File: config.mk
export PLATFORM = sky130hd
export DESIGN_NAME = hptm_search_cell
export DESIGN_NICKNAME = d
export VERILOG_FILES = /design/src/sv/hptm_pkg.sv /design/src/sv/hptm_search_cell.sv
export SDC_FILE = /design/constraint.sdc
export NUM_CORES = 1
export LEC_CHECK = 0
export ABC_CLOCK_PERIOD_IN_PS = 1900
export BUFFER_PORTS_ARGS = -buffer_cell sky130_fd_sc_hd__buf_4
export CELL_PAD_IN_SITES_DETAIL_PLACEMENT = 0
export CELL_PAD_IN_SITES_GLOBAL_PLACEMENT = 2
export CORE_MARGIN = 2
export CORE_UTILIZATION = 24
export CTS_BUF_LIST = sky130_fd_sc_hd__clkbuf_8 sky130_fd_sc_hd__clkbuf_16
export CTS_CLUSTER_DIAMETER = 40
export CTS_CLUSTER_SIZE = 24
export DETAILED_ROUTE_END_ITERATION = 16
export GPL_ROUTABILITY_DRIVEN = 0
export GPL_TIMING_DRIVEN = 1
export HOLD_SLACK_MARGIN = 0.1
export PLACE_DENSITY = 0.85
export SYNTH_ARGS = -nofsm -noshare
export SYNTH_HDL_FRONTEND = slang
export SYNTH_SLANG_ARGS = --single-unit
File: constraint.sdc
create_clock -name clk_i -period 1.9 [get_ports clk_i]
set_input_delay 0.285 -clock clk_i [delete_from_list [all_inputs] [get_ports clk_i]]
set_output_delay 0.285 -clock clk_i [all_outputs]
set_load 0.01 [all_outputs]
File: src/sv/hptm_pkg.sv
`default_nettype none
package hptm_pkg;

  localparam int unsigned NumCh = 4;
  // Widest quotient and fixed-point value over the supported fraction widths.
  localparam int unsigned MaxMW = 25;
  localparam int unsigned RemW = 55;

  typedef struct packed {
    logic              zero;
    logic              full;
    logic [RemW-1:0]   rem;
    logic [RemW-1:0]   den;
    logic [MaxMW-1:0]  q;
  } div_t;

  typedef div_t [NumCh-1:0] div_pix_t;

  typedef struct packed {
    logic [MaxMW-1:0] m;
    logic [7:0]       k;
  } srch_t;

  typedef srch_t [NumCh-1:0] srch_pix_t;

  typedef logic [255:0][MaxMW-1:0] thr_tab_t;

  // Smallest fixed-point value M with M^5 * 255^11 >= k^11 * 2^(5f), for every code k.
  function automatic thr_tab_t thr_table(input int unsigned f);
    logic [255:0] c;
    logic [255:0] lhs;
    logic [255:0] p;
    logic [MaxMW-1:0] lo;
    logic [MaxMW-1:0] hi;
    logic [MaxMW-1:0] mid;
    thr_tab_t t;
    c = 256'd1;
    for (int i = 0; i < 11; i++) c = c * 256'd255;
    for (int j = 0; j < 256; j++) begin
      lhs = 256'd1;
      for (int i = 0; i < 11; i++) lhs = lhs * 256'(j);
      lhs = lhs << (5 * f);
      lo = '0;
      hi = MaxMW'(1) << f;
      for (int it = 0; it < 27; it++) begin
        if (lo < hi) begin
          mid = MaxMW'(((MaxMW+1)'(lo) + (MaxMW+1)'(hi)) >> 1);
          p = 256'd1;
          for (int i = 0; i < 5; i++) p = p * 256'(mid);
          p = p * c;
          if (p >= lhs) hi = mid;
          else lo = mid + MaxMW'(1);
        end
      end
      t[j] = lo;
    end
    return t;
  endfunction

endpackage
`default_nettype wire

File: src/sv/hptm_search_cell.sv
`default_nettype none
module hptm_search_cell
  import hptm_pkg::*;
#(
  parameter int unsigned Step = 128,
  parameter thr_tab_t    Thr  = '0
) (
  input  wire logic      clk_i,
  input  wire logic      rst_ni,
  input  wire logic      valid_i,
  output logic           ready_o,
  input  wire srch_pix_t data_i,
  output logic           valid_o,
  input  wire logic      ready_i,
  output srch_pix_t      data_o
);

  logic      valid_q;
  srch_pix_t data_d, data_q;

  assign ready_o = !valid_q || ready_i;
  assign valid_o = valid_q;
  assign data_o  = data_q;

  // One bit of the code is decided per cell against the constant threshold table.
  always_comb begin
    logic [7:0] cand;
    for (int c = 0; c < NumCh; c++) begin
      cand      = data_i[c].k | 8'(Step);
      data_d[c] = data_i[c];
      if (Thr[cand] <= data_i[c].m) data_d[c].k = cand;
    end
  end

  always_ff @(posedge clk_i or negedge rst_ni) begin
    if (!rst_ni) begin
      valid_q <= 1'b0;
    end else if (ready_o) begin
      valid_q <= valid_i;
    end
  end

  always_ff @(posedge clk_i) begin
    if (ready_o && valid_i) begin
      data_q <= data_d;
    end
  end

endmodule
`default_nettype wire

==> flow_metrics.env <==
export IMPL_status="finished, final reports clean"
export IMPL_drive_gt1_frac=0.525
export IMPL_detail_route_antenna_nets=0
export IMPL_cp_depth=4
export IMPL_worstSetupPathType="input pin to flop"
export IMPL_synth_area_um2=4020
export IMPL_cts_root_buf="clkbuf_16"
export IMPL_seq_area_frac_synth=0.992
export IMPL_rsz0062_at_grt="no"
export IMPL_ys_ff_latch=133
export IMPL_crit_path_start_kind="input pin"
export IMPL_endpoint_kind="flop"
export IMPL_grt_max_degree=62
export IMPL_slowest_delay_ps=540
export IMPL_p_int_mw=6.00
export IMPL_grt_pass1_wl_um=17300
export IMPL_cts_setup_buffers=0
export IMPL_p_per_area_nw_per_um2=920
export IMPL_max_freq_ghz=0.682
export IMPL_drt_iter0_drc=103
export IMPL_pwr_share_clk=0.430
export IMPL_first_pass_iters=4
export IMPL_grt_usage=0.130
export IMPL_antenna_found_initial=1
export IMPL_cts_hold_buffers_added=130
export IMPL_setup_viol=0
export IMPL_rr_worst_depth=3
export IMPL_crit_path_top_delay_cell="dlygate4sd3_1"
export IMPL_cts_buffers=17
export IMPL_fin_crit_sh=0.772
export IMPL_synth_avg_cell_area_um2=29.4
export IMPL_hp_class="input pin to flop"
export IMPL_ir_drop_v=0.000525
export IMPL_clk_latency_ps=410
export IMPL_final_common_cell="buf_4"
export IMPL_rr_endpoint="data_o[46]"
export IMPL_die_w_um=133
export IMPL_r2r_start="valid_o"
export IMPL_worst_path_buf_inv=3
export IMPL_rows=47
export IMPL_rrSetupSlack_ps=450
export IMPL_cts_max_path_buffers=2
export IMPL_initial_core_util=0.244
export IMPL_combPwrFrac=0.111
export IMPL_wl_per_cell_um=14.8
export IMPL_io_pins=270
export IMPL_pre_cts_slack_ps=457
export IMPL_io_buffers=265
export IMPL_endpoint="data_o[46]"
export IMPL_htreeDepth=4
export IMPL_finalCriticalPeriod_ps=1470
export IMPL_slew_violations=0
export IMPL_mostFrequentLayoutCells="buf_4, edfxtp_1, dlygate4sd3_1"
export IMPL_grt_pass1_vias=3272
export IMPL_n_antenna_cell=0
export IMPL_switchingPower_mw=1.57
export IMPL_gr_total_overflow=0
export IMPL_ys_warn_count=0
export IMPL_drt_total_wl_um=11700
export IMPL_cts_sinks=133
export IMPL_nNetsFinal=693
export IMPL_path_clk_slew_ps=60
export IMPL_max_cap_viol_count=0
export IMPL_crit_start="valid_i"
export IMPL_cp_top_family="buffers and inverters"
export IMPL_die_h_um=133
export IMPL_vias=2994
export IMPL_cp_cell_sequence="dlygate4sd3_1 > buf_4 > and2_4 > buf_12"
export IMPL_hold_viol=0
export IMPL_p_leak_nw=3.42
export IMPL_die_area_um2=17800
export IMPL_cp_arrival_ps=1540
export IMPL_netlist_cell_type_count=6
export IMPL_pwr_share_seq=0.459
export IMPL_cts_tree="built"
export IMPL_synthToLayoutAreaGrowth_pct=105
export IMPL_switching_share=0.207
export IMPL_syn_instance_count=137
export IMPL_layout_setup_ws_ps=434
export IMPL_avgViaCountPerCell=3.79
export IMPL_required_ps=1980
export IMPL_cts_resized=0
export IMPL_crit_path_max_fanout=61
export IMPL_core_area_um2=16500
export IMPL_drc=0
export IMPL_fin_util=0.500
export IMPL_skew_ps=10.2
-- sequential cells by signal (all words and copies together), names as in the netlist --
signal	flops
valid_o	1
data_o	132
-- worst min-delay path, cell delays in order --
cell	delay [ps]
buf_4	80
nand2b_4	120
nand2b_1	60
-- cell families (layout without fill, tap and decap cells) --
family | after synthesis | in the layout | synth area share
flops | 133 | 133 | 0.992
simple gates | 3 | 3 | 0.00716
other cells | 1 | 4 | 0.000933
buf+inv | 0 | 430 | 0
-- Yosys cell counts (all sizes together) --
cell	number	area, um^2
nand2b	2	20.0
dfrtp	1	25.0
edfxtp	132	3960
and2	1	8.76
conb	1	3.75
-- how the worst min path moves through the flow --
stage	from	end	slack (ps)	cells after the start
after floorplan	rst_ni	valid_o	-10	0
after global placement	rst_ni	valid_o	60	1
after detailed placement	rst_ni	valid_o	60	1
after CTS	ready_i	valid_o	140	3
after global routing	ready_i	valid_o	150	3
final	ready_i	valid_o	160	3
-- through the flow --
step	TNS, ps	hold slack [ps]	std cells	area, um^2	power [mW]
floorplan	-2790	-10.6	140	4030	3.67
global placement	0	60.9	628	6340	4.14
detailed placement	0	62.9	628	6340	4.16
CTS	0	142	790	8230	7.67
global route	0	153	790	8230	7.85
finish	0	159	790	8230	7.57
-- power groups by stage --
stage	Sequential, mW	Combinational, mW	Clock (mW)
2_1_floorplan	3.62	0.0582	0
3_3_place_gp	3.53	0.613	0
3_5_place_dp	3.53	0.630	0
4_1_cts	3.47	0.850	3.34
5_1_grt	3.49	0.898	3.47
6_report	3.47	0.844	3.26
-- per-layer routing --
| metal | track usage | routed length [um] |
|---|---|---|
| met1 | 0.134 | 4220 |
| met2 | 0.231 | 6260 |
| met3 | 0.0552 | 965 |
| met4 | 0.0585 | 203 |
| met5 | 0 | 13 |
-- layout make-up --
class / count / area (um^2)
Fill cell: 1377 / 8230
Sequential cell: 133 / 3990
Timing Repair Buffer: 398 / 3340
Clock buffer: 17 / 425
Tap cell: 220 / 275
Clock inverter: 15 / 163
Multi-Input combinational cell: 7 / 43.8
No activity file was read; power rests on OpenSTA's default activity.
