File: config.mk
export PLATFORM = sky130hd
export DESIGN_NAME = hptm_decode
export DESIGN_NICKNAME = d
export VERILOG_FILES = /design/src/sv/hptm_pkg.sv /design/src/sv/hptm_decode.sv
export SDC_FILE = /design/constraint.sdc
export NUM_CORES = 1
export LEC_CHECK = 0
export ABC_AREA = 1
export BUFFER_PORTS_ARGS = -buffer_cell sky130_fd_sc_hd__clkbuf_2
export CORE_MARGIN = 5
export CORE_UTILIZATION = 35
export CTS_CLUSTER_SIZE = 25
export DETAILED_ROUTE_END_ITERATION = 10
export SYNTH_ARGS = -nofsm -noshare
export SYNTH_HDL_FRONTEND = slang
export SYNTH_SLANG_ARGS = --single-unit
File: constraint.sdc
create_clock -name clk_i -period 23.1 [get_ports clk_i]
set_input_delay 1.155 -clock clk_i [delete_from_list [all_inputs] [get_ports clk_i]]
set_output_delay 1.155 -clock clk_i [all_outputs]
set_load 0.01 [all_outputs]
File: src/sv/hptm_pkg.sv
`default_nettype none
package hptm_pkg;

  localparam int unsigned NumCh = 4;
  // Widest quotient and fixed-point value over the supported fraction widths.
  localparam int unsigned MaxMW = 25;
  localparam int unsigned RemW = 55;

  typedef struct packed {
    logic              zero;
    logic              full;
    logic [RemW-1:0]   rem;
    logic [RemW-1:0]   den;
    logic [MaxMW-1:0]  q;
  } div_t;

  typedef div_t [NumCh-1:0] div_pix_t;

  typedef struct packed {
    logic [MaxMW-1:0] m;
    logic [7:0]       k;
  } srch_t;

  typedef srch_t [NumCh-1:0] srch_pix_t;

  typedef logic [255:0][MaxMW-1:0] thr_tab_t;

  // Smallest fixed-point value M with M^5 * 255^11 >= k^11 * 2^(5f), for every code k.
  function automatic thr_tab_t thr_table(input int unsigned f);
    logic [255:0] c;
    logic [255:0] lhs;
    logic [255:0] p;
    logic [MaxMW-1:0] lo;
    logic [MaxMW-1:0] hi;
    logic [MaxMW-1:0] mid;
    thr_tab_t t;
    c = 256'd1;
    for (int i = 0; i < 11; i++) c = c * 256'd255;
    for (int j = 0; j < 256; j++) begin
      lhs = 256'd1;
      for (int i = 0; i < 11; i++) lhs = lhs * 256'(j);
      lhs = lhs << (5 * f);
      lo = '0;
      hi = MaxMW'(1) << f;
      for (int it = 0; it < 27; it++) begin
        if (lo < hi) begin
          mid = MaxMW'(((MaxMW+1)'(lo) + (MaxMW+1)'(hi)) >> 1);
          p = 256'd1;
          for (int i = 0; i < 5; i++) p = p * 256'(mid);
          p = p * c;
          if (p >= lhs) hi = mid;
          else lo = mid + MaxMW'(1);
        end
      end
      t[j] = lo;
    end
    return t;
  endfunction

endpackage
`default_nettype wire

File: src/sv/hptm_decode.sv
`default_nettype none
module hptm_decode
  import hptm_pkg::*;
(
  input  wire logic                    clk_i,
  input  wire logic                    rst_ni,
  input  wire logic                    valid_i,
  output logic                         ready_o,
  input  wire logic [NumCh-1:0][31:0]  bits_i,
  output logic                         valid_o,
  input  wire logic                    ready_i,
  output div_pix_t                     data_o
);

  logic     valid_q;
  div_pix_t data_d, data_q;

  assign ready_o = !valid_q || ready_i;
  assign valid_o = valid_q;
  assign data_o  = data_q;

  always_comb begin
    logic [7:0]        ex;
    logic [22:0]       fr;
    logic [23:0]       mant;
    logic signed [9:0] e;
    logic [RemW-1:0]   a;
    logic [5:0]        nsh;
    for (int c = 0; c < NumCh; c++) begin
      ex   = bits_i[c][30:23];
      fr   = bits_i[c][22:0];
      mant = {(ex != 8'd0), fr};
      e    = (ex != 8'd0) ? ($signed({2'b00, ex}) - 10'sd150) : -10'sd149;
      a    = RemW'(mant) << e[4:0];
      nsh  = 6'(-e);
      data_d[c].zero = 1'b0;
      data_d[c].full = 1'b0;
      data_d[c].rem  = '0;
      data_d[c].den  = RemW'(1);
      data_d[c].q    = '0;
      if (ex == 8'hFF) begin
        data_d[c].full = (fr == 23'd0) && !bits_i[c][31];
        data_d[c].zero = !data_d[c].full;
      end else if (bits_i[c][31]) begin
        data_d[c].zero = 1'b1;
      end else if (e > 10'sd30) begin
        data_d[c].full = 1'b1;
      end else if (e >= 10'sd0) begin
        data_d[c].rem = a;
        data_d[c].den = a + RemW'(1);
      end else if (e < -10'sd50) begin
        data_d[c].zero = 1'b1;
      end else begin
        data_d[c].rem = RemW'(mant);
        data_d[c].den = RemW'(mant) + (RemW'(1) << nsh);
      end
    end
  end

  always_ff @(posedge clk_i or negedge rst_ni) begin
    if (!rst_ni) begin
      valid_q <= 1'b0;
    end else if (ready_o) begin
      valid_q <= valid_i;
    end
  end

  always_ff @(posedge clk_i) begin
    if (ready_o && valid_i) begin
      data_q <= data_d;
    end
  end

endmodule
`default_nettype wire

==> impl_metrics.csv <==
group,metric,value,unit
flow_run,maxCapViolations,0,
synthesis,synth_top_area_share,0.375,
clock_tree,clock_latency,0.66,ns
floorplanning,io_pins,682,
synthesis,ys.flop_type,"edfxtp_1",
cells_and_area,nFillCells,10931,
power_and_ir_drop,p_per_area,60.0,nW/um^2
routing,num_vias,38790,
routing,viasPerCell,5.68,
sta,worst_pin_slew,1.16,ns
synthesis,synth_edf_count,448,
cells_and_area,fin_util,0.404,
setup_path,endpoint_kind,"register",
clock_tree,cts_tree,"done",
synthesis,netlist_area,35900,sq um
floorplanning,die_x,330,microns
synthesis,synthAdderAreaFrac,0.0385,
synthesis,ys_warn_count,0,
synthesis,synth-simple-area-share,0.358,
clock_tree,postCtsHoldBufs,0,
floorplanning,initial_core_util,0.352,
synthesis,syn-instance-count,4946,
grt,grt_use_total,0.298,
synthesis,synth_common_cells,"nand2_1 (1,207), nand3_1 (763), nor2_1 (496), edfxtp_1 (448), inv_1 (350)",
sta,finalSetupViolCount,0,
synthesis,synthMuxAreaShare,0,
clock_tree,clockBufferDepth,3,
cells_and_area,layout.nets,5662,
synthesis,synth.most_common_cell,"nand2_1",
clock_tree,cts.sinks,449,
routing,wire_per_inst,25.1,microns
routing,drt-total-wl,171000,microns
cells_and_area,drive_gt1_frac,0.173,
sta,slew_headroom,0.229,
grt,antenna_found_initial,0,
setup_path,arrival,6.67,ns
synthesis,ys_seq_area_frac,0.375,
setup_path,critical_path_class,"primary input to register",
routing,dr.first_iter.drc_count,4561,
floorplanning,core,102000,sq um
synthesis,ys_top_cells_by_area,"edfxtp_1 (37%), nand2_1 (13%), nand3_1 (11%), nor2_1 (5.2%), a21oi_1 (3.8%)",
power_and_ir_drop,leakagePower,18.2,nW
routing,dr.pass1.iters,7,
place,port_buffers,581,
cells_and_area,design_area,41100,sq um
sta,period_minus_slack,6.26,ns
setup_path,cp_max_fo,46,
synthesis,async_reset_ff_frac,0.00223,
sta,slew_viol_final,0,
cells_and_area,syn_to_final_growth,14.5,%
floorplanning,die_h,330,microns
grt,grt_pass1_vias,35968,
grt,grt_overflow,0,
grt,grt_max_degree,94,
place,dp_hpwl,135000,microns
synthesis,synth_cell_types,61,
sta,min_period_over_period,0.271,
routing,postRouteAntennaNets,0,
routing,post-route-drc-count,0,
cells_and_area,multi_input_area,19500,sq um
clock_tree,cts_resized,0,
clock_tree,numCtsBuffers,52,
place,place_area,39500,sq um
synthesis,synth_xor_area_frac,0.0112,
grt,grt_pass1_wl,244000,microns
sta,fmax,160,MHz
synthesis,yosysTopAreaCell,"edfxtp_1",
sta,rsz0062_at_grt,"false",
outcome,status,"finished clean",
synthesis,syn_avg_cell_area,7.26,sq um
power_and_ir_drop,power,0.00247,W
setup_path,worstPathRequired,23.50,ns
synthesis,synth_compound_area_frac,0.124,
synthesis,synth_seq_cells,449,
clock_tree,clk_pin_slew,0.06,ns
place,place_congestion,1.01,
clock_tree,cts-root-buf,"clkbuf_16",
setup_path,cp-start-kind,"primary input",
floorplanning,rows,117,
clock_tree,post_cts_buffers,0,
cells_and_area,seq_area,13500,sq um
floorplanning,die-area,109000,sq um
sta,fin_setup_tns,0,ns
sta,fin_skew,0.0346,ns
power_and_ir_drop,vdd_drop_max,0.0451,mV
hold_path,hp-class,"primary input to async pin",
synthesis,synth_top_family_by_area,"simple AND/OR/NAND/NOR gates",
clock_tree,htree_levels,2,
sta,final_hold_viol_count,0,
-- kinds of logic (layout without fill, tap and decap cells) --
group / after synthesis / in the layout
fa+ha+maj: 108 / 108
buf+inv: 713 / 1120
simple gates: 2851 / 2851
other cells: 1 / 110
flops: 449 / 449
xor+xnor: 46 / 46
compound gates: 778 / 778
-- layout make-up --
| cell class | instances | share of cell area |
|---|---|---|
| Multi-Input combinational cell | 3891 | 0.475 |
| Timing Repair Buffer | 635 | 0.0806 |
| Clock inverter | 34 | 0.00572 |
| Clock buffer | 58 | 0.0327 |
| Sequential cell | 449 | 0.328 |
| Inverter | 393 | 0.0360 |
| Tap cell | 1368 | 0.0416 |
| Antenna cell | 2 | 0.000122 |
-- worst paths after layout --
path                       startpoint     endpoint  slack [ns]  depth (start not counted)
setup / recovery           bits_i[56]  data_o[186]       16.84                         26
hold reg to reg               valid_o      valid_o        0.60                          2
min in group clk_i            valid_o      valid_o        0.60                          2
hold / removal                 rst_ni      valid_o        0.29                          1
max in group asynchronous      rst_ni      valid_o       22.72                          1
setup reg to reg              valid_o  data_o[232]       19.61                          4
-- flip-flops by register name, indices dropped and copies added, names as in the netlist --
register / count
valid_o: 1
data_o: 448
-- placed cells by master, fill, tap and decap left out, types with 7 or more instances in the layout --
cell and n:
nor2_4 23, nor2_2 61, a31oi_1 22, o21ai_2 7
clkbuf_2 581, o21bai_1 12, conb_1 108, nor2_1 496
clkbuf_16 53, nor3_1 63, o21ai_0 231, inv_2 37
o211ai_1 31, a31o_2 9, ha_1 104, or2_2 14
xnor2_1 18, o21ai_1 27, o32ai_1 22, edfxtp_1 448
nand4_1 67, a21o_1 16, buf_4 54, o22ai_1 91
clkinv_2 11, clkinv_1 16, inv_1 350, nand2_4 8
o21a_1 10, nand2_2 33, xor2_1 28, nand3_1 763
nand2_1 1206, nand3_2 27, a21oi_1 270, nor4_1 70
-- report_power, final --
group / internal [W] / total (W) / switching (W)
clock: 0.000439 / 0.000791 / 0.000352
combinational: 0.000171 / 0.000708 / 0.000537
sequential: 0.000952 / 0.000969 / 0.0000176
-- metrics by stage --
stage | std cells | hold slack (ns) | setup slack [ns]
3_3_place_gp | 6736 | 0.562 | 16.46
6_report | 6830 | 0.293 | 16.84
4_1_cts | 6828 | 0.246 | 17.05
5_1_grt | 6828 | 0.259 | 16.36
2_1_floorplan | 5053 | 0.631 | 8.33
3_5_place_dp | 6736 | 0.592 | 16.36
-- layer usage --
metal / track usage / wire length [microns] / up-vias
li1: - / - / 17869
met1: 0.404 / 71200 / 18257
met2: 0.469 / 75200 / 2319
met3: 0.0666 / 17400 / 345
met4: 0.111 / 7600 / 0
met5: 0 / 0 / -
-- critical path: stages --
cell	delay [ns]
clkbuf_2	0.07
buf_4	0.39
a21oi_2	0.12
or2_4	0.27
nand2_4	0.41
inv_1	0.33
buf_4	0.35
nor2_1	0.22
inv_1	0.10
nand2_1	0.44
nand2_1	0.25
nor2_1	0.18
ha_1	0.22
nand2_1	0.10
o21ai_0	0.29
a21oi_1	0.15
o21ai_0	0.30
a21boi_0	0.23
o21bai_1	0.41
nand3_1	0.14
nand2_1	0.13
nand2_1	0.06
nand2_1	0.07
a21oi_1	0.06
o21ai_0	0.10
nand2_1	0.06
(Power assumes the default switching activity.)
