`config.mk`:
```
export PLATFORM = sky130hd
export DESIGN_NAME = hptm_div_cell
export DESIGN_NICKNAME = d
export VERILOG_FILES = /design/src/sv/hptm_pkg.sv /design/src/sv/hptm_div_cell.sv
export SDC_FILE = /design/constraint.sdc
export NUM_CORES = 1
export LEC_CHECK = 0
export CORE_AREA = 2 2 425 427
export DETAILED_ROUTE_END_ITERATION = 10
export DIE_AREA = 0 0 427 429
export DONT_BUFFER_PORTS = 1
export PLACE_DENSITY = 0.31
export SYNTH_ARGS = -nofsm -noshare
export SYNTH_HDL_FRONTEND = slang
export SYNTH_SLANG_ARGS = --single-unit
export TNS_END_PERCENT = 100
```
`constraint.sdc`:
```
create_clock -name clk_i -period 25.9 [get_ports clk_i]
set_clock_uncertainty 0.2 [all_clocks]
set_input_delay 5.18 -clock clk_i [delete_from_list [all_inputs] [get_ports clk_i]]
set_output_delay 5.18 -clock clk_i [all_outputs]
set_load 0.01 [all_outputs]
```
`src/sv/hptm_pkg.sv`:
```
`default_nettype none
package hptm_pkg;

  localparam int unsigned NumCh = 4;
  // Widest quotient and fixed-point value over the supported fraction widths.
  localparam int unsigned MaxMW = 25;
  localparam int unsigned RemW = 55;

  typedef struct packed {
    logic              zero;
    logic              full;
    logic [RemW-1:0]   rem;
    logic [RemW-1:0]   den;
    logic [MaxMW-1:0]  q;
  } div_t;

  typedef div_t [NumCh-1:0] div_pix_t;

  typedef struct packed {
    logic [MaxMW-1:0] m;
    logic [7:0]       k;
  } srch_t;

  typedef srch_t [NumCh-1:0] srch_pix_t;

  typedef logic [255:0][MaxMW-1:0] thr_tab_t;

  // Smallest fixed-point value M with M^5 * 255^11 >= k^11 * 2^(5f), for every code k.
  function automatic thr_tab_t thr_table(input int unsigned f);
    logic [255:0] c;
    logic [255:0] lhs;
    logic [255:0] p;
    logic [MaxMW-1:0] lo;
    logic [MaxMW-1:0] hi;
    logic [MaxMW-1:0] mid;
    thr_tab_t t;
    c = 256'd1;
    for (int i = 0; i < 11; i++) c = c * 256'd255;
    for (int j = 0; j < 256; j++) begin
      lhs = 256'd1;
      for (int i = 0; i < 11; i++) lhs = lhs * 256'(j);
      lhs = lhs << (5 * f);
      lo = '0;
      hi = MaxMW'(1) << f;
      for (int it = 0; it < 27; it++) begin
        if (lo < hi) begin
          mid = MaxMW'(((MaxMW+1)'(lo) + (MaxMW+1)'(hi)) >> 1);
          p = 256'd1;
          for (int i = 0; i < 5; i++) p = p * 256'(mid);
          p = p * c;
          if (p >= lhs) hi = mid;
          else lo = mid + MaxMW'(1);
        end
      end
      t[j] = lo;
    end
    return t;
  endfunction

endpackage
`default_nettype wire

```
`src/sv/hptm_div_cell.sv`:
```
`default_nettype none
module hptm_div_cell
  import hptm_pkg::*;
(
  input  wire logic     clk_i,
  input  wire logic     rst_ni,
  input  wire logic     valid_i,
  output logic          ready_o,
  input  wire div_pix_t data_i,
  output logic          valid_o,
  input  wire logic     ready_i,
  output div_pix_t      data_o
);

  logic     valid_q;
  div_pix_t data_d, data_q;

  assign ready_o = !valid_q || ready_i;
  assign valid_o = valid_q;
  assign data_o  = data_q;

  // One restoring division step per channel: one quotient bit per cell.
  always_comb begin
    logic [RemW:0] r2;
    logic          ge;
    logic [RemW:0] nr;
    for (int c = 0; c < NumCh; c++) begin
      r2 = {data_i[c].rem, 1'b0};
      ge = r2 >= {1'b0, data_i[c].den};
      nr = ge ? (r2 - {1'b0, data_i[c].den}) : r2;
      data_d[c]     = data_i[c];
      data_d[c].rem = nr[RemW-1:0];
      data_d[c].q   = {data_i[c].q[MaxMW-2:0], ge};
    end
  end

  always_ff @(posedge clk_i or negedge rst_ni) begin
    if (!rst_ni) begin
      valid_q <= 1'b0;
    end else if (ready_o) begin
      valid_q <= valid_i;
    end
  end

  always_ff @(posedge clk_i) begin
    if (ready_o && valid_i) begin
      data_q <= data_d;
    end
  end

endmodule
`default_nettype wire

```
==> flow_summary.ini, run 1 <==
[outcome]
status = finished, final reports clean

[logic_synthesis]
synth_ff_type = edfxtp_1
synth.area.top_cells = edfxtp_1 51%, ha_1 8.5%, a21oi_1 5.2%, xnor2_1 3.4%, inv_1 3.3%
synth.most_common_cell = edfxtp_1
yosysSeqAreaShare_pct = 50.7
ys_types = 87
ys_top_cells_by_count = 548 x edfxtp_1, 335 x a21oi_1, 284 x inv_1
syn_nets = 3901
synth-edff-count = 548
synthCells = 3125
avgSynthCellArea_sq_um = 10.4
netlist.area_leader.share_pct = 50.6
ys.warnings.count = 0
synth.largest_area_cell = edfxtp_1
synth-seq-cells = 549
syn_area_sq_um = 32500
async_flop_share_pct = 0.182

[floorplan]
die_area_sq_um = 183000
die_x_um = 427
start_util_pct = 18.3
num_rows = 155
coreArea_sq_um = 178000
fp.dieH_um = 429
io_pins = 1102

[grt]
antenna_found_initial = 30
grt_max_degree = 132
grt_pass1_vias = 24551
grt.total_usage_pct = 14.5
grt_pass1_wl_um = 191000
overflow = 0

[sta]
final.period_utilization_pct = 42.1
setup_viol = 0
fin_crit_ns = 10.90
finalHoldViolations = 0
slew_violations = 0
rsz0062_at_grt = no
tns_ns = 0
slew_headroom_pct = 34.0
fmax_mhz = 91.8
tightest_slew_ns = 0.989

[detailed_routing]
drt_iter0_drc = 1465
drc = 0
vias = 24013
final_antenna_net_count = 0
firstDrtPassIters = 5
wl_per_cell_um = 25.1
drt_wl_total_um = 138000
drt-vias-per-instance = 4.36

[hold_path]
hold_class = register to register
hp-start = valid_o
hold_path_depth = 2

[worst_setup_path]
cp_num_cells = 1
endpoint_kind = output port
crit_family = simple AND/OR/NAND/NOR gates
path_max_fanout = 3
cp.arrival_ns = 5.52
startpoint = ready_i
required_ns = 20.52
cp_slowest_stage_delay_ns = 0.34
reg2regPathDepth = 6
crit_buf_inv = 0
worstReg2RegStart = valid_o
path_class = input pin to output port
crit_chain = nand2b_1
crit_path_top_delay_cell = nand2b_1
start_kind = input pin

[clock_network]
clock_tree.root_cell = clkbuf_16
clk_latency_ns = 0.69
path_clk_slew_ns = 0.06
h-tree-depth = 3
cts-buffers-inserted = 73
clk_path_buf_depth = 3
post_cts_buffers = 0
cts_hold_buf = 0
clock_sinks = 549
post_cts_resized = 0
cts_tree = built

[placed_design]
portBuffers = 0
dp_cells = 5364
postPlaceCellArea_sq_um = 35000
dp_hpwl_um = 113000
place.gp.congestion = 0.820

[job]
cap_violations = 0

[power_and_ir_drop]
p_leak_nw = 14.2
fin_total_pwr_mw = 2.70
p_per_area_nw_per_um2 = 72.2
peakVddDrop_uv = 45.4

[cells_and_area]
n_fill_cell = 19401
postLayoutCoreUtil_pct = 21.0
area_delta_synth_final_pct = 15.2
final_layout_size_suffix_gt1_share_pct = 6.28
nets = 3860
finalNonFillerCells = 5505
stdcell_area_sq_um = 37400
layout make-up:
cell class                      count  area (sq um)  area share (%)
Sequential cell                   549         16500            44.0
Multi-Input combinational cell   2162         14400            38.5
Tap cell                         2355          2950            7.87
Clock buffer                       83          1910            5.09
Inverter                          285          1070            2.86
Clock inverter                     47           484            1.29
Timing Repair Buffer               13           110           0.294
Antenna cell                       11          27.5          0.0735
through the flow:
step           hold slack, ns  setup WS [ns]
4_1_cts                 0.804          15.00
6_report                0.772          15.00
5_1_grt                 0.854          14.99
3_5_place_dp            0.793          15.01
3_3_place_gp            0.801          15.00
2_1_floorplan           0.422           6.93
tightest hold or removal path, delay by kind of cell (launching register included):
kind	cells	cell delay (ns)
simple gates	2	0.45
flops	1	0.47
flip-flops by register name, indices dropped and copies added (netlist names):
signal   cells
data_o     548
valid_o      1
metal layers:
| layer | global-route usage, % | share of wire (%) |
|---|---|---|
| met1 | 16.6 | 40 |
| met4 | 4.21 | 2.0 |
| met2 | 26.1 | 52 |
| met5 | 0 | 0 |
| met3 | 3.69 | 6.3 |
cell usage in the layout (no fill, tap or decap), types with 17 or more instances in the layout:
master	instances
edfxtp_1	548
a21oi_1	334
inv_1	284
nand2_1	257
ha_1	220
nor2_1	196
o21ai_0	187
a21o_1	134
xnor2_1	128
clkbuf_16	75
xor2_1	74
nand4_1	68
nand3_1	65
o21bai_1	48
o21ai_1	41
mux2_2	33
nor3_1	31
a31oi_1	30
a211oi_1	25
and3_1	24
nand2b_1	24
o21a_1	21
and2_1	17
nor2b_1	17
path summary, 6_finish.rpt:
kind | to | slack [ns]
hold / removal | valid_o | 0.77
hold reg to reg | valid_o | 0.77
setup / recovery | ready_o | 15.00
max in group asynchronous | valid_o | 21.45
min in group asynchronous | valid_o | 3.98
setup reg to reg | data_o[148] | 20.91
cell families (layout without fill, tap and decap cells):
logic type               Yosys count  after routing  synth area share [%]
AND/OR/NAND/NOR                  749            749                  10.8
multiplexers                      36             36                  1.27
AO/OA/AOI/OAI                    951            951                  18.1
buffers and inverters            414            428                  5.01
flip-flops                       549            549                  50.7
XOR/XNOR                         202            202                  5.44
other                              0             11                     0
adder cells (fa/ha/maj)          224            224                  8.72
power by group:
group / total [mW] / switching (mW) / internal, mW
registers: 1.16 / 0.0823 / 1.08
clock network: 1.05 / 0.435 / 0.611
logic: 0.492 / 0.311 / 0.181
total: 2.70 / 0.828 / 1.87
Power figures use the tool's default switching activity.
==> run 2: changes to the inputs <==
==> constraint.sdc (replaced) <==
create_clock -name clk_i -period 11.4 [get_ports clk_i]
set_clock_uncertainty 0.2 [all_clocks]
set_input_delay 2.28 -clock clk_i [delete_from_list [all_inputs] [get_ports clk_i]]
set_output_delay 2.28 -clock clk_i [all_outputs]
set_load 0.01 [all_outputs]
==> run 2 against run 1 <==
Compared with the run above: first-iteration DRC count down 5.6%; combinational power up 130%; cell count hardly changed; via count about the same; wire length fell by 1.2%; critical path depth grew 11; die area is the same; total power grew 130%; global-route usage shrank 0.12 points; utilization hardly changed; non-clock buffer count fell by 3; largest cell class unchanged; highest routed layer unchanged.
==> flow_summary.ini, run 2 (synthesis gave the netlist of run 1 again) <==
[sta]
tns_ns = 0
slew_headroom_pct = 19.9
worst_hold_slack_ns = 0.483
finalHoldViolations = 0
fmax_mhz = 162
tightest_slew_ns = 1.20
fin_crit_ns = 6.17
setup_viol = 0
rsz0062_at_grt = no
final.period_utilization_pct = 54.1
slew_violations = 0

[detailed_routing]
final_antenna_net_count = 0
drt_iter0_drc = 1383
vias = 24014
firstDrtPassIters = 5
drt-vias-per-instance = 4.37
drt_wl_total_um = 136000
wl_per_cell_um = 24.8
drc = 0

[cells_and_area]
n_fill_cell = 19461
seqCellArea_sq_um = 16500
layout_commonest_cell = edfxtp_1
final_layout_size_suffix_gt1_share_pct = 6.12
multiInputGateArea_sq_um = 14400
nets = 3857
area_delta_synth_final_pct = 15.2
largest_reg_flops = 548
layout.cells.most_common_list = 548 x edfxtp_1, 334 x a21oi_1, 284 x inv_1

[power_and_ir_drop]
peakVddDrop_uv = 106
p_leak_nw = 14.2
pwr-share-clk_pct = 38.2
fin_total_pwr_mw = 6.09
netSwitchingPower_mw = 1.88
p_sw_share_pct = 30.9
p_comb_share_pct = 18.4
power_frac_seq_pct = 43.4
p_per_area_nw_per_um2 = 163
internal-power_mw = 4.21

[placed_design]
dp_hpwl_um = 111000
place.gp.congestion = 0.811
portBuffers = 0

[job]
cap_violations = 0

[clock_network]
post_cts_buffers = 0
h-tree-depth = 3
cts_tree = built
path_clk_slew_ns = 0.06
cts-buffers-inserted = 73
clock_tree.root_cell = clkbuf_16
cts_hold_buf = 0
post_cts_resized = 0
clk_latency_ns = 0.70
clock_sinks = 549
clk_path_buf_depth = 3

[floorplan]
start_util_pct = 18.3
fp.dieH_um = 429
io_pins = 1102
die_x_um = 427
num_rows = 155
die_area_sq_um = 183000
coreArea_sq_um = 178000

[worst_setup_path]
crit_chain = inv_1, fa_1, a211o_1, a211oi_1, or4b_4, nand3_2, a31oi_4, o211ai_2, a31oi_1, o31a_2, buf_4, o21ai_1
cp.arrival_ns = 6.36
path_max_fanout = 75
crit_path_top_delay_cell = buf_4
cp_slowest_stage_delay_ns = 0.72
crit_family = compound AO/OA/AOI/OAI gates
startpoint = data_i[25]
endpoint_kind = register
required_ns = 11.59
start_kind = input pin
path_class = input pin to register
worstReg2RegStart = valid_o
crit_buf_inv = 2

[grt]
grt_max_degree = 156
antenna_found_initial = 27
grt.total_usage_pct = 14.3
grt_pass1_wl_um = 190000
grt_pass1_vias = 24518
overflow = 0

[outcome]
status = finished, final reports clean

[hold_path]
hold_class = register to register
hp-start = valid_o
==> run 2: cell count changes in the layout (fill, tap and decap cells not counted), sizes merged <==
cell / before / now
buf: 13 / 10
clkbuf: 83 / 86
diode: 11 / 8
bufinv: 8 / 6
clkinvlp: 8 / 7
inv: 289 / 290
==> run 2: worst paths after layout <==
check,to,slack (ns),cells past startpoint
setup reg to reg,data_o[165],8.50,4
min in group asynchronous,valid_o,1.07,0
hold / removal,valid_o,0.48,2
hold reg to reg,valid_o,0.48,2
setup / recovery,data_o[127],5.23,12
max in group asynchronous,valid_o,9.86,0
==> run 2: worst register-to-register path, cell delays in order, from the launching register on <==
cell and delay, ns:
dfrtp_1 0.41, nand2b_1 0.19, and2_4 0.21, buf_12 0.54
buf_4 0.85
==> run 2: power by group through the flow <==
stage	clock network, mW	registers, mW	logic [mW]
after floorplan	0	2.64	0.826
after global placement	0	2.70	1.14
after detailed placement	0	2.69	1.13
after CTS	2.44	2.65	1.14
after global routing	2.50	2.66	1.26
final	2.33	2.65	1.12
==> run 2: layer usage <==
metal | vias up | global-route usage, % | part of all wire [%]
met5 | - | 0 | 0
met4 | 0 | 4.62 | 2.4
met3 | 136 | 3.44 | 6.1
met2 | 799 | 25.7 | 52
met1 | 11712 | 16.6 | 40
li1 | 11367 | - | -
==> run 2: stage by stage <==
stage	area (sq um)	std cells	worst slack [ns]	utilization, %
after global placement	35000	5361	4.51	19.7
after detailed placement	35000	5361	4.52	19.7
final	37400	5500	5.23	21.0
after global routing	37400	5498	4.94	21.0
after floorplan	32500	3125	1.56	-
after CTS	37400	5492	5.30	21.0
==> run 2: area by class of cell <==
| cell class | instances | share of cell area, % |
|---|---|---|
| diodes | 8 | 0.0535 |
| clock buffers | 86 | 5.07 |
| clock inverters | 45 | 1.24 |
| inverters | 285 | 2.86 |
| multi-input cells | 2162 | 38.5 |
| flip-flops and latches | 549 | 44.0 |
| well taps | 2355 | 7.87 |
| repair buffers | 10 | 0.334 |
==> run 3: changes to the inputs <==
==> constraint.sdc (replaced) <==
create_clock -name clk_i -period 5.7 [get_ports clk_i]
set_clock_uncertainty 0.2 [all_clocks]
set_input_delay 1.14 -clock clk_i [delete_from_list [all_inputs] [get_ports clk_i]]
set_output_delay 1.14 -clock clk_i [all_outputs]
set_load 0.01 [all_outputs]
==> run 3 against run 2 <==
Compared with the run above: non-clock buffer count up 29; largest cell class unchanged; critical path type unchanged; global-route usage is 0.16 points higher; setup slack got worse by 4.0 ns; wire length up 1.4%; critical endpoint is now data_o[130].
==> flow_summary.ini, run 3 (synthesis gave the netlist of run 1 again) <==
[cells_and_area]
n_fill_cell = 19457
multiInputGateArea_sq_um = 14400
nets = 3886
layout.cells.most_common_list = 548 x edfxtp_1, 334 x a21oi_1, 284 x inv_1
largest_reg_flops = 548
final_layout_size_suffix_gt1_share_pct = 7.08
area_delta_synth_final_pct = 16.7
finalNonFillerCells = 5530
seqCellArea_sq_um = 16500
stdcell_area_sq_um = 37900
layout_commonest_cell = edfxtp_1

[power_and_ir_drop]
netSwitchingPower_mw = 3.82
peakVddDrop_uv = 193
p_sw_share_pct = 30.4
p_per_area_nw_per_um2 = 332
internal-power_mw = 8.76
power_frac_seq_pct = 42.1
p_comb_share_pct = 18.2
pwr-share-clk_pct = 39.8
p_leak_nw = 14.4

[outcome]
status = finished, final reports clean

[sta]
slew_headroom_pct = 32.1
fin_crit_ns = 4.49
fmax_mhz = 223
slew_violations = 0
setup_viol = 0
finalHoldViolations = 0
rsz0062_at_grt = no
final.period_utilization_pct = 78.8
worst_hold_slack_ns = 0.321
worst_slack_ns = 1.21
tns_ns = 0
tightest_slew_ns = 1.01

[clock_network]
path_clk_slew_ns = 0.07
cts-buffers-inserted = 73
post_cts_resized = 0
clock_tree.root_cell = clkbuf_16
clk_latency_ns = 0.69
post_cts_buffers = 0
clk_path_buf_depth = 3
cts_hold_buf = 1
clock_sinks = 549
cts_tree = built
h-tree-depth = 3

[worst_setup_path]
reg2regPathDepth = 4
required_ns = 5.92
crit_end = data_o[130]
path_max_fanout = 4
r2r-end = data_o[133]
cp.arrival_ns = 4.71
start_kind = input pin
startpoint = data_i[26]
endpoint_kind = register
reg2reg_setup_slack_ns = 3.16
path_class = input pin to register
worstReg2RegStart = valid_o

[floorplan]
start_util_pct = 18.3
coreArea_sq_um = 178000
die_x_um = 427
io_pins = 1102
die_area_sq_um = 183000
fp.dieH_um = 429
num_rows = 155

[detailed_routing]
drc = 0
drt_iter0_drc = 1513
drt-vias-per-instance = 4.35
vias = 24056
final_antenna_net_count = 0
firstDrtPassIters = 5
wl_per_cell_um = 25.0
drt_wl_total_um = 138000

[grt]
overflow = 0
antenna_found_initial = 20
grt_pass1_vias = 24621
grt_pass1_wl_um = 192000
grt_max_degree = 101
grt.total_usage_pct = 14.5

[placed_design]
dp_slack_ns = 0.450
dp_hpwl_um = 113000
portBuffers = 0
dp_cells = 5389
place.gp.congestion = 0.832
postPlaceCellArea_sq_um = 35400

[job]
cap_violations = 0

[hold_path]
hp-start = data_i[40]
hold_class = input pin to register
## run 3: cell count changes in the layout (fill, tap and decap cells not counted), sizes merged
cell,before,now
clkinv,27,22
diode,8,10
buf,10,38
clkbuf,86,83
inv,290,292
dlygate4sd3,0,1
clkinvlp,7,5
bufinv,6,13
## run 3: through the flow
stage | util (%) | power (mW)
after CTS | 21.3 | 12.9
after global placement | 19.9 | 7.72
final | 21.3 | 12.6
after detailed placement | 19.9 | 7.69
after global routing | 21.3 | 13.2
after floorplan | - | 6.91
## run 3: power groups by stage
| stage | clock (mW) | combinational (mW) | sequential (mW) |
|---|---|---|---|
| floorplan | 0 | 1.65 | 5.25 |
| global placement | 0 | 2.31 | 5.40 |
| detailed placement | 0 | 2.30 | 5.39 |
| CTS | 5.22 | 2.32 | 5.31 |
| global route | 5.33 | 2.57 | 5.31 |
| finish | 5.00 | 2.29 | 5.29 |
## run 3: metal layers
metal	part of all wire (%)	up-vias	global-route usage [%]
met2	51	774	25.7
met1	40	11713	16.9
met3	5.7	132	3.40
li1	-	11435	-
met5	0.012	-	0
met4	2.7	2	4.96
## run 3: worst min-delay path by stage
stage	endpoint	cells past startpoint
CTS	data_o[40]	0
global route	data_o[40]	0
global placement	valid_o	2
floorplan	valid_o	2
detailed placement	valid_o	2
finish	data_o[40]	0
## run 3: layout make-up
type	instances	area share [%]
sequential	549	43.4
multi-input combinational	2162	38.0
tap	2355	7.77
clock buffer	83	4.91
inverter	285	2.82
clock inverter	47	1.79
timing repair buffer	39	1.17
antenna	10	0.0660
## run 3: critical path, cell delays in order
cell and delay [ns]:
inv_1 0.08, fa_1 0.48, a211o_1 0.33, a211oi_1 0.46, nor2_1 0.16, o41ai_2 0.50
o21ai_1 0.32, a211oi_2 0.39, o221ai_2 0.26, a21oi_1 0.28, xor2_1 0.17, o21ai_0 0.11
